`src/design/kvlp_pkg.sv`:
```
package kvlp_pkg;

  // characters the parser reacts to
  localparam logic [7:0] CH_LF  = 8'h0A;
  localparam logic [7:0] CH_CR  = 8'h0D;
  localparam logic [7:0] CH_PCT = 8'h25;
  localparam logic [7:0] CH_EQ  = 8'h3D;
  localparam logic [7:0] CH_US  = 8'h5F;

  // tdata / tuser widths on the ports
  localparam int unsigned IN_TDATA_W  = 8;
  localparam int unsigned OUT_TDATA_W = 16;
  localparam int unsigned OUT_TUSER_W = 2;

  // result queue depth
  localparam int unsigned QUEUE_DEPTH = 3;

  // parser phase
  typedef enum logic [2:0] {
    PH_KEY,
    PH_VALUE,
    PH_PCT1,
    PH_PCT2,
    PH_DONE
  } phase_t;

  // message status codes
  typedef enum logic [2:0] {
    ST_RUN,
    ST_OK,
    ST_MISS_EQ,
    ST_BAD_KEY,
    ST_BAD_ENC
  } status_t;

  // one result item
  typedef struct packed {
    logic       has_byte;
    logic [7:0] out_byte;
    logic       in_value;
    logic       field_end;
    status_t    status;
    logic       last;
  } kvlp_res_t;

  // results produced by one accepted item
  typedef struct packed {
    logic [1:0] num;
    kvlp_res_t  r0;
    kvlp_res_t  r1;
  } kvlp_push_t;

  // build a result with last cleared
  function automatic kvlp_res_t mk_res(logic has, logic [7:0] b, logic inval, logic fe,
                                       status_t st);
    kvlp_res_t r;
    r.has_byte  = has;
    r.out_byte  = b;
    r.in_value  = inval;
    r.field_end = fe;
    r.status    = st;
    r.last      = 1'b0;
    return r;
  endfunction

  // hex digit decode: bit 4 set when valid
  function automatic logic [4:0] hex_nib(logic [7:0] c);
    logic [7:0] d;
    d = 8'h00;
    if (c inside {[8'h30:8'h39]}) begin
      d = c - 8'h30;
      return {1'b1, d[3:0]};
    end else if (c inside {[8'h61:8'h66]}) begin
      d = c - 8'h57;
      return {1'b1, d[3:0]};
    end else if (c inside {[8'h41:8'h46]}) begin
      d = c - 8'h37;
      return {1'b1, d[3:0]};
    end
    return 5'b0_0000;
  endfunction

  // allowed key characters: A-Z a-z 0-9 _
  function automatic logic is_key_char(logic [7:0] c);
    return (c inside {[8'h30:8'h39], [8'h41:8'h5A], [8'h61:8'h7A]}) || (c == CH_US);
  endfunction

endpackage

```
`src/design/kvlp_parse.sv`:
```
module kvlp_parse (
  input  logic              clk,
  input  logic              rst_n,
  input  logic              acc,
  input  logic              kind,
  input  logic [7:0]        data_byte,
  output kvlp_pkg::kvlp_push_t push
);
  import kvlp_pkg::*;

  phase_t     phase_r, phase_nxt;
  logic       key_ne_r, key_ne_nxt;
  logic       key_bad_r, key_bad_nxt;
  logic       cr_r, cr_nxt;
  logic [3:0] hn_r, hn_nxt;
  status_t    fin_r, fin_nxt;

  // state registers
  always_ff @(posedge clk) begin
    if (!rst_n) begin
      phase_r   <= PH_KEY;
      key_ne_r  <= 1'b0;
      key_bad_r <= 1'b0;
      cr_r      <= 1'b0;
      hn_r      <= 4'h0;
      fin_r     <= ST_RUN;
    end else if (acc) begin
      phase_r   <= phase_nxt;
      key_ne_r  <= key_ne_nxt;
      key_bad_r <= key_bad_nxt;
      cr_r      <= cr_nxt;
      hn_r      <= hn_nxt;
      fin_r     <= fin_nxt;
    end
  end

  // one byte step: optional held CR result, then at most one main result
  always_comb begin
    logic       pre;
    logic       main;
    kvlp_res_t  main_res;
    logic [4:0] nib;
    logic       ne_v;
    logic       bad_v;

    phase_nxt   = phase_r;
    key_ne_nxt  = key_ne_r;
    key_bad_nxt = key_bad_r;
    cr_nxt      = cr_r;
    hn_nxt      = hn_r;
    fin_nxt     = fin_r;
    pre         = 1'b0;
    main        = 1'b0;
    main_res    = mk_res(1'b0, 8'h00, 1'b0, 1'b0, ST_RUN);
    nib         = hex_nib(data_byte);
    ne_v        = key_ne_r;
    bad_v       = key_bad_r;

    if (kind) begin
      // end of body: report, then back to reset state
      main = 1'b1;
      case (phase_r)
        PH_DONE:  main_res = mk_res(1'b0, 8'h00, 1'b0, 1'b0, fin_r);
        PH_KEY:   main_res = mk_res(1'b0, 8'h00, 1'b0, 1'b0,
                                    key_ne_r ? ST_MISS_EQ : ST_OK);
        PH_VALUE: main_res = mk_res(1'b0, 8'h00, 1'b0, 1'b1, ST_OK);
        default:  main_res = mk_res(1'b0, 8'h00, 1'b0, 1'b0, ST_BAD_ENC);
      endcase
      phase_nxt   = PH_KEY;
      key_ne_nxt  = 1'b0;
      key_bad_nxt = 1'b0;
      cr_nxt      = 1'b0;
      hn_nxt      = 4'h0;
      fin_nxt     = ST_RUN;
    end else begin
      case (phase_r)
        PH_KEY: begin
          // held CR not followed by LF becomes a key byte
          if (cr_r && data_byte != CH_LF) begin
            pre   = 1'b1;
            ne_v  = 1'b1;
            bad_v = 1'b1;
          end
          cr_nxt      = 1'b0;
          key_ne_nxt  = ne_v;
          key_bad_nxt = bad_v;
          if (data_byte == CH_LF) begin
            main      = 1'b1;
            phase_nxt = PH_DONE;
            fin_nxt   = ne_v ? ST_MISS_EQ : ST_OK;
            main_res  = mk_res(1'b0, 8'h00, 1'b0, 1'b0, fin_nxt);
          end else if (data_byte == CH_CR) begin
            cr_nxt = 1'b1;
          end else if (data_byte == CH_EQ) begin
            if (!ne_v || bad_v) begin
              main      = 1'b1;
              phase_nxt = PH_DONE;
              fin_nxt   = ST_BAD_KEY;
              main_res  = mk_res(1'b0, 8'h00, 1'b0, 1'b0, ST_BAD_KEY);
            end else begin
              phase_nxt = PH_VALUE;
            end
          end else begin
            main        = 1'b1;
            key_ne_nxt  = 1'b1;
            key_bad_nxt = bad_v | ~is_key_char(data_byte);
            main_res    = mk_res(1'b1, data_byte, 1'b0, 1'b0, ST_RUN);
          end
        end
        PH_VALUE: begin
          // held CR not followed by LF becomes a value byte
          pre    = cr_r && (data_byte != CH_LF);
          cr_nxt = 1'b0;
          if (data_byte == CH_LF) begin
            main        = 1'b1;
            phase_nxt   = PH_KEY;
            key_ne_nxt  = 1'b0;
            key_bad_nxt = 1'b0;
            hn_nxt      = 4'h0;
            main_res    = mk_res(1'b0, 8'h00, 1'b0, 1'b1, ST_RUN);
          end else if (data_byte == CH_CR) begin
            cr_nxt = 1'b1;
          end else if (data_byte == CH_PCT) begin
            phase_nxt = PH_PCT1;
          end else begin
            main     = 1'b1;
            main_res = mk_res(1'b1, data_byte, 1'b1, 1'b0, ST_RUN);
          end
        end
        PH_PCT1, PH_PCT2: begin
          if (!nib[4]) begin
            main      = 1'b1;
            phase_nxt = PH_DONE;
            fin_nxt   = ST_BAD_ENC;
            main_res  = mk_res(1'b0, 8'h00, 1'b0, 1'b0, ST_BAD_ENC);
          end else if (phase_r == PH_PCT1) begin
            hn_nxt    = nib[3:0];
            phase_nxt = PH_PCT2;
          end else begin
            main      = 1'b1;
            phase_nxt = PH_VALUE;
            main_res  = mk_res(1'b1, {hn_r, nib[3:0]}, 1'b1, 1'b0, ST_RUN);
          end
        end
        default: begin
          phase_nxt = PH_DONE;
        end
      endcase
    end

    // pack results, mark the last one
    push.num = acc ? ({1'b0, pre} + {1'b0, main}) : 2'd0;
    push.r0  = pre ? mk_res(1'b1, CH_CR, phase_r == PH_VALUE, 1'b0, ST_RUN) : main_res;
    push.r1  = main_res;
    if (pre && main) begin
      push.r1.last = 1'b1;
    end else begin
      push.r0.last = 1'b1;
    end
  end

  // end of body always yields exactly one final result
  a_eob_one: assert property (@(posedge clk) disable iff (!rst_n)
    acc && kind |-> push.num == 2'd1 && push.r0.last)
    else $error("end of body must give one result");

  // nothing comes out once the message is finished
  a_done_quiet: assert property (@(posedge clk) disable iff (!rst_n)
    acc && !kind && phase_r == PH_DONE |-> push.num == 2'd0)
    else $error("byte after completion produced a result");

  // a pair of results always starts with the held CR
  a_pair_cr: assert property (@(posedge clk) disable iff (!rst_n)
    push.num == 2'd2 |-> push.r0.has_byte && push.r0.out_byte == CH_CR)
    else $error("two results without a held CR");

endmodule

```
`src/design/kvlp_outq.sv`:
```
module kvlp_outq (
  input  logic                 clk,
  input  logic                 rst_n,
  input  kvlp_pkg::kvlp_push_t push,
  output logic                 room,
  output logic                 out_tvalid,
  input  logic                 out_tready,
  output kvlp_pkg::kvlp_res_t  head
);
  import kvlp_pkg::*;

  localparam int unsigned CW = $clog2(QUEUE_DEPTH + 1);

  kvlp_res_t         q_r [QUEUE_DEPTH];
  kvlp_res_t         q_nxt [QUEUE_DEPTH];
  logic [CW-1:0]     cnt_r, cnt_nxt;
  logic              pop;

  assign pop        = out_tvalid && out_tready;
  assign out_tvalid = (cnt_r != '0);
  assign head       = q_r[0];
  // room for two results, independent of the output side this cycle
  assign room       = (cnt_r <= CW'(QUEUE_DEPTH - 2));

  // shift out the head, append new results behind what remains
  always_comb begin
    logic [CW-1:0] keep;
    keep = cnt_r - CW'(pop);
    for (int i = 0; i < QUEUE_DEPTH; i++) begin
      if (pop && i + 1 < QUEUE_DEPTH) begin
        q_nxt[i] = q_r[i + 1];
      end else begin
        q_nxt[i] = q_r[i];
      end
      if (CW'(i) == keep && push.num != 2'd0) begin
        q_nxt[i] = push.r0;
      end else if (CW'(i) == keep + CW'(1) && push.num == 2'd2) begin
        q_nxt[i] = push.r1;
      end
    end
    cnt_nxt = keep + CW'(push.num);
  end

  // count
  always_ff @(posedge clk) begin
    if (!rst_n) begin
      cnt_r <= '0;
    end else begin
      cnt_r <= cnt_nxt;
    end
  end

  // payload
  always_ff @(posedge clk) begin
    q_r <= q_nxt;
  end

  // pushes only land when two slots were free
  a_no_overflow: assert property (@(posedge clk) disable iff (!rst_n)
    push.num != 2'd0 |-> cnt_r <= CW'(QUEUE_DEPTH - 2))
    else $error("result queue overflow");

endmodule

```
`src/design/kv_line_parser_percent_decode.sv`:
```
// channel  dir  tdata                                    tuser                  tlast
// in_      in   [7:0] data_byte                          [0] kind               -
// out_     out  [7:0] out_byte [8] field_end             [0] has_byte           last
//               [11:9] status [15:12] zero               [1] in_value
//
// one input item per cycle while in_tready is high; each item is decoded in a
// single pass into zero, one or two result items, written to a three-entry
// result queue. an item that yields two results (held CR plus current byte)
// fills two queue slots; input ready needs two free queue slots.
// rst_n is synchronous, active low; parser returns to key phase, queue empties.
// a stall on out_ fills the queue and then holds in_tready low.
module kv_line_parser_percent_decode (
  input  logic                                clk,
  input  logic                                rst_n,
  input  logic                                in_tvalid,
  output logic                                in_tready,
  input  logic [kvlp_pkg::IN_TDATA_W-1:0]     in_tdata,   // [7:0] data_byte
  input  logic                                in_tuser,   // [0] kind
  output logic                                out_tvalid,
  input  logic                                out_tready,
  output logic [kvlp_pkg::OUT_TDATA_W-1:0]    out_tdata,  // [7:0] out_byte, [8] field_end,
                                                          // [11:9] status
  output logic [kvlp_pkg::OUT_TUSER_W-1:0]    out_tuser,  // [0] has_byte, [1] in_value
  output logic                                out_tlast
);
  import kvlp_pkg::*;

  logic       acc;
  kvlp_push_t push;
  kvlp_res_t  head;

  assign acc = in_tvalid && in_tready;

  // single-pass decoder with parser state
  kvlp_parse u_parse (
    .clk       (clk),
    .rst_n     (rst_n),
    .acc       (acc),
    .kind      (in_tuser),
    .data_byte (in_tdata[7:0]),
    .push      (push)
  );

  // result queue
  kvlp_outq u_outq (
    .clk        (clk),
    .rst_n      (rst_n),
    .push       (push),
    .room       (in_tready),
    .out_tvalid (out_tvalid),
    .out_tready (out_tready),
    .head       (head)
  );

  // output packing
  assign out_tdata = {4'h0, head.status, head.field_end, head.out_byte};
  assign out_tuser = {head.in_value, head.has_byte};
  assign out_tlast = head.last;

endmodule

```
`config.mk`:
```
export PLATFORM = sky130hd
export DESIGN_NAME = kv_line_parser_percent_decode
export DESIGN_NICKNAME = d
export VERILOG_FILES = /design/src/design/kvlp_pkg.sv /design/src/design/kvlp_parse.sv /design/src/design/kvlp_outq.sv /design/src/design/kv_line_parser_percent_decode.sv
export SDC_FILE = /design/constraint.sdc
export NUM_CORES = 1
export LEC_CHECK = 0
export ABC_AREA = 1
export BUFFER_PORTS_ARGS = -buffer_cell sky130_fd_sc_hd__buf_2
export CAP_MARGIN = 20
export CORE_UTILIZATION = 35
export CTS_CLUSTER_SIZE = 16
export DETAILED_ROUTE_END_ITERATION = 12
export PLACE_DENSITY = 0.6
export SETUP_SLACK_MARGIN = 0.1
export SYNTH_ARGS = -nofsm -noshare
export SYNTH_HDL_FRONTEND = slang
export SYNTH_SLANG_ARGS = --single-unit
```
`constraint.sdc`:
```
create_clock -name clk -period 8.4 [get_ports clk]
set_clock_uncertainty 0.15 [all_clocks]
set_input_delay 0.42 -clock clk [delete_from_list [all_inputs] [get_ports clk]]
set_output_delay 0.42 -clock clk [all_outputs]
set_load 0.02 [all_outputs]
```
==> flow_summary.yaml <==
sta:
  slew_headroom_pct: 37.2
  finalSetupTns_ns: 0
  period_share_pct: 51.6
  fmax_ghz: 0.231
  rsz0062_at_grt: "no"
  slew_violations: 0
  fin_crit_ns: 4.33
  worst_pin_slew_ns: 0.940
  report.final.hold_viol_count: 0
  setup_violations: 0
critical_path:
  path_common_cell: "nand2_1"
  worstPathMaxFanout: 15
  endpoint_kind: "flop"
  path_buf_inv: 4
  cp_slowest_cell: "nor3_2"
  path_class: "in -> reg"
  crit_path_max_incr_delay_ns: 0.60
  critPathArrivalTime_ns: 4.14
  worstPathRequired_ns: 8.21
  cpLargestDelayFamily: "simple AND/OR/NAND/NOR gates"
  crit_chain: "buf_2 > inv_1 > ha_1 > nand3_2 > nor2_4 > inv_2 > nand2_2 > nand2_1 > nor2_2 > nand3_1 > nand3_1 > nand2_1 > nand2_1 > o2111ai_1 > ha_1 > inv_1 > nor2_1 > nor2_1 > nor3_2 > nor2_1 > nand2_1"
  start_kind: "input pin"
routing:
  drc_errors: 0
  firstDrtPassIters: 5
  routed_wl_mm: 9.78
  vias_per_cell: 5.03
  vias: 3626
  ant_nets: 0
  drt_iter0_drc: 167
  detail_route.wl_per_cell_um: 13.6
yosys:
  yosysTopAreaCellShare_pct: 33.0
  synth_edf_count: 45
  ys.warnings.count: 0
  synth_ff_type: "edfxtp_1"
  synth_top_cell_by_area: "edfxtp_1"
  synth-async-reset-ratio_pct: 0
  syn-cell-area_um2: 4090
  yosysMostFrequentCell: "nand2_1"
  netlist_top_cells_area: "edfxtp_1 (33%), nand2_1 (16%), dfxtp_1 (7.3%), nor2_1 (6.0%), nand3_1 (5.5%)"
  ys_ff_latch: 60
  synthCells: 563
  synthDistinctLibCells: 45
  avgSynthCellArea_um2: 7.27
  seq_area_frac_synth_pct: 40.3
  synth_commonest_cells: "nand2_1 (174), nor2_1 (65), inv_1 (58), edfxtp_1 (45), nand3_1 (45)"
clock_tree:
  cts_root_buffer: "clkbuf_16"
  h-tree-depth: 3
  ctsHoldBuffers: 0
  ctsResizeCount: 0
  post_cts_buffers: 0
  cts_made_buffers: 9
  cts_tree: "done"
  clk_latency_ns: 0.33
  cts_num_sinks: 60
  cts_buffer_depth: 2
  clk_pin_slew_ns: 0.05
grt:
  antenna_found_initial: 0
  grt_pass1_vias: 3470
  grt_pass1_wl_mm: 16.6
  grt_overflow: 0
  grt_use_total_pct: 17.9
  grt_max_degree: 31
run_status:
  outcome: "completed"
cells_and_area:
  antennaDiodeCount: 0
  design_area_um2: 4500
  drive_gt1_share_pct: 15.7
  nNetsFinal: 593
  syn_to_final_growth_pct: 9.99
  post-route-util_pct: 39.4
power_and_ir_drop:
  p_per_area_nw_per_um2: 291
  power.total_w: 0.00131
  vdd_ir_drop_max_mv: 0.172
  p_leak_nw: 2.03
die:
  core_area_um2: 11400
  initial_utilization_pct: 35.9
  die_height_um: 110
  ios: 34
  die_area_um2: 12100
  fp.dieW_um: 110
  row_count: 39
place:
  placed_area_um2: 4200
  finalWeightedCongestion: 0.933
  portBuffers: 29
  hpwlAfterDp_mm: 7.50
worst_hold_path:
  hold_path_class: "in -> reg"
job:
  maxCapViolations: 0
-- registers in the layout (all words and copies together), names as in the netlist --
| name | flops |
|---|---|
| u_outq.q_r | 30 |
| u_outq.head | 15 |
| u_parse.hn_r | 4 |
| u_parse.fin_r | 3 |
| u_parse.phase_r | 3 |
| u_outq.cnt_r | 2 |
| u_parse.cr_r | 1 |
| u_parse.key_bad_r | 1 |
| u_parse.key_ne_r | 1 |
-- cells by family (layout without fill, tap and decap cells) --
kind of cell	after synthesis	after routing	share of synthesized area (%)
and+or+nand+nor	329	329	36.2
other	1	4	0.0916
DFF	60	60	40.3
adders and majority gates	7	7	2.14
buffers and inverters	104	116	12.1
AOI/OAI and AO/OA	60	60	8.74
xor gates and xnor gates	2	2	0.428
-- area by class of cell --
type	instances	area, um2
Multi-Input combinational cell	402	1960
Inverter	71	267
Clock buffer	9	225
Timing Repair Buffer	29	145
Clock inverter	7	76.3
Tap cell	143	179
Fill cell	1199	6920
Sequential cell	60	1650
-- layer usage --
metal | GRT usage (%) | wire length, um
met2 | 29.9 | 4690
met4 | 8.27 | 244
met3 | 3.29 | 388
met5 | 0 | 0
met1 | 22.4 | 4460
-- worst reg2reg max path, cell delays in order (launching register included) --
cell and delay [ns]:
dfxtp_1 0.58, inv_1 0.11, nor2_1 0.14, nand2_1 0.20, nand3_1 0.15, nand2_1 0.06
nand2_1 0.05, o2111ai_1 0.12, ha_1 0.37, inv_1 0.06, nor2_1 0.15, nor2_1 0.10
nor3_2 0.60, nor2_1 0.35, nand2_1 0.56
-- per-stage QoR --
stage                     setup slack, ns  cells  hold WS, ns
after CTS                            4.10    721        0.222
after floorplan                      4.95    566        0.294
after global placement               3.94    705        0.308
final                                4.07    721        0.236
after global routing                 3.69    721        0.233
after detailed placement             3.82    705        0.310
-- cells in the final DEF (no fill, tap or decap), types with 2 or more instances in the layout --
| cell | instances |
|---|---|
| ha_1 | 7 |
| o2111ai_1 | 2 |
| inv_2 | 11 |
| nor2_4 | 3 |
| o21ai_2 | 6 |
| clkbuf_16 | 9 |
| nor3_1 | 6 |
| clkinvlp_4 | 5 |
| clkinv_1 | 2 |
| conb_1 | 4 |
| buf_2 | 29 |
| nand4_1 | 9 |
| nand3_2 | 4 |
| o21ai_1 | 11 |
| o22ai_1 | 2 |
| nor2_1 | 65 |
| nand2_1 | 174 |
| dfxtp_1 | 15 |
| edfxtp_1 | 45 |
| a21oi_1 | 18 |
| nor2_2 | 4 |
| a22oi_1 | 3 |
| nor3_2 | 2 |
| inv_1 | 58 |
| o21ai_0 | 12 |
| nand3_1 | 45 |
| nand2_2 | 9 |
-- final timing paths --
path / startpoint / end / slack [ns] / cells after the start
setup / recovery: in_tdata[0] / u_outq.q_r[23]$_DFFE_PP_ / 4.07 / 21
hold / removal: rst_n / u_outq.cnt_r[0]$_SDFF_PN0_ / 0.24 / 3
setup reg to reg: u_parse.phase_r[0]$_SDFFE_PN0P_ / u_outq.q_r[23]$_DFFE_PP_ / 4.28 / 14
hold reg to reg: u_parse.key_bad_r$_SDFFE_PN0P_ / u_parse.key_bad_r$_SDFFE_PN0P_ / 0.32 / 2
-- power by group --
group	switching [W]	total, W	internal (W)
Sequential	0.0000241	0.000487	0.000463
Combinational	0.000327	0.000458	0.000131
Clock	0.000137	0.000367	0.000230
Total	0.000488	0.00131	0.000824
Note: power is estimated with default switching activity, not from simulation.
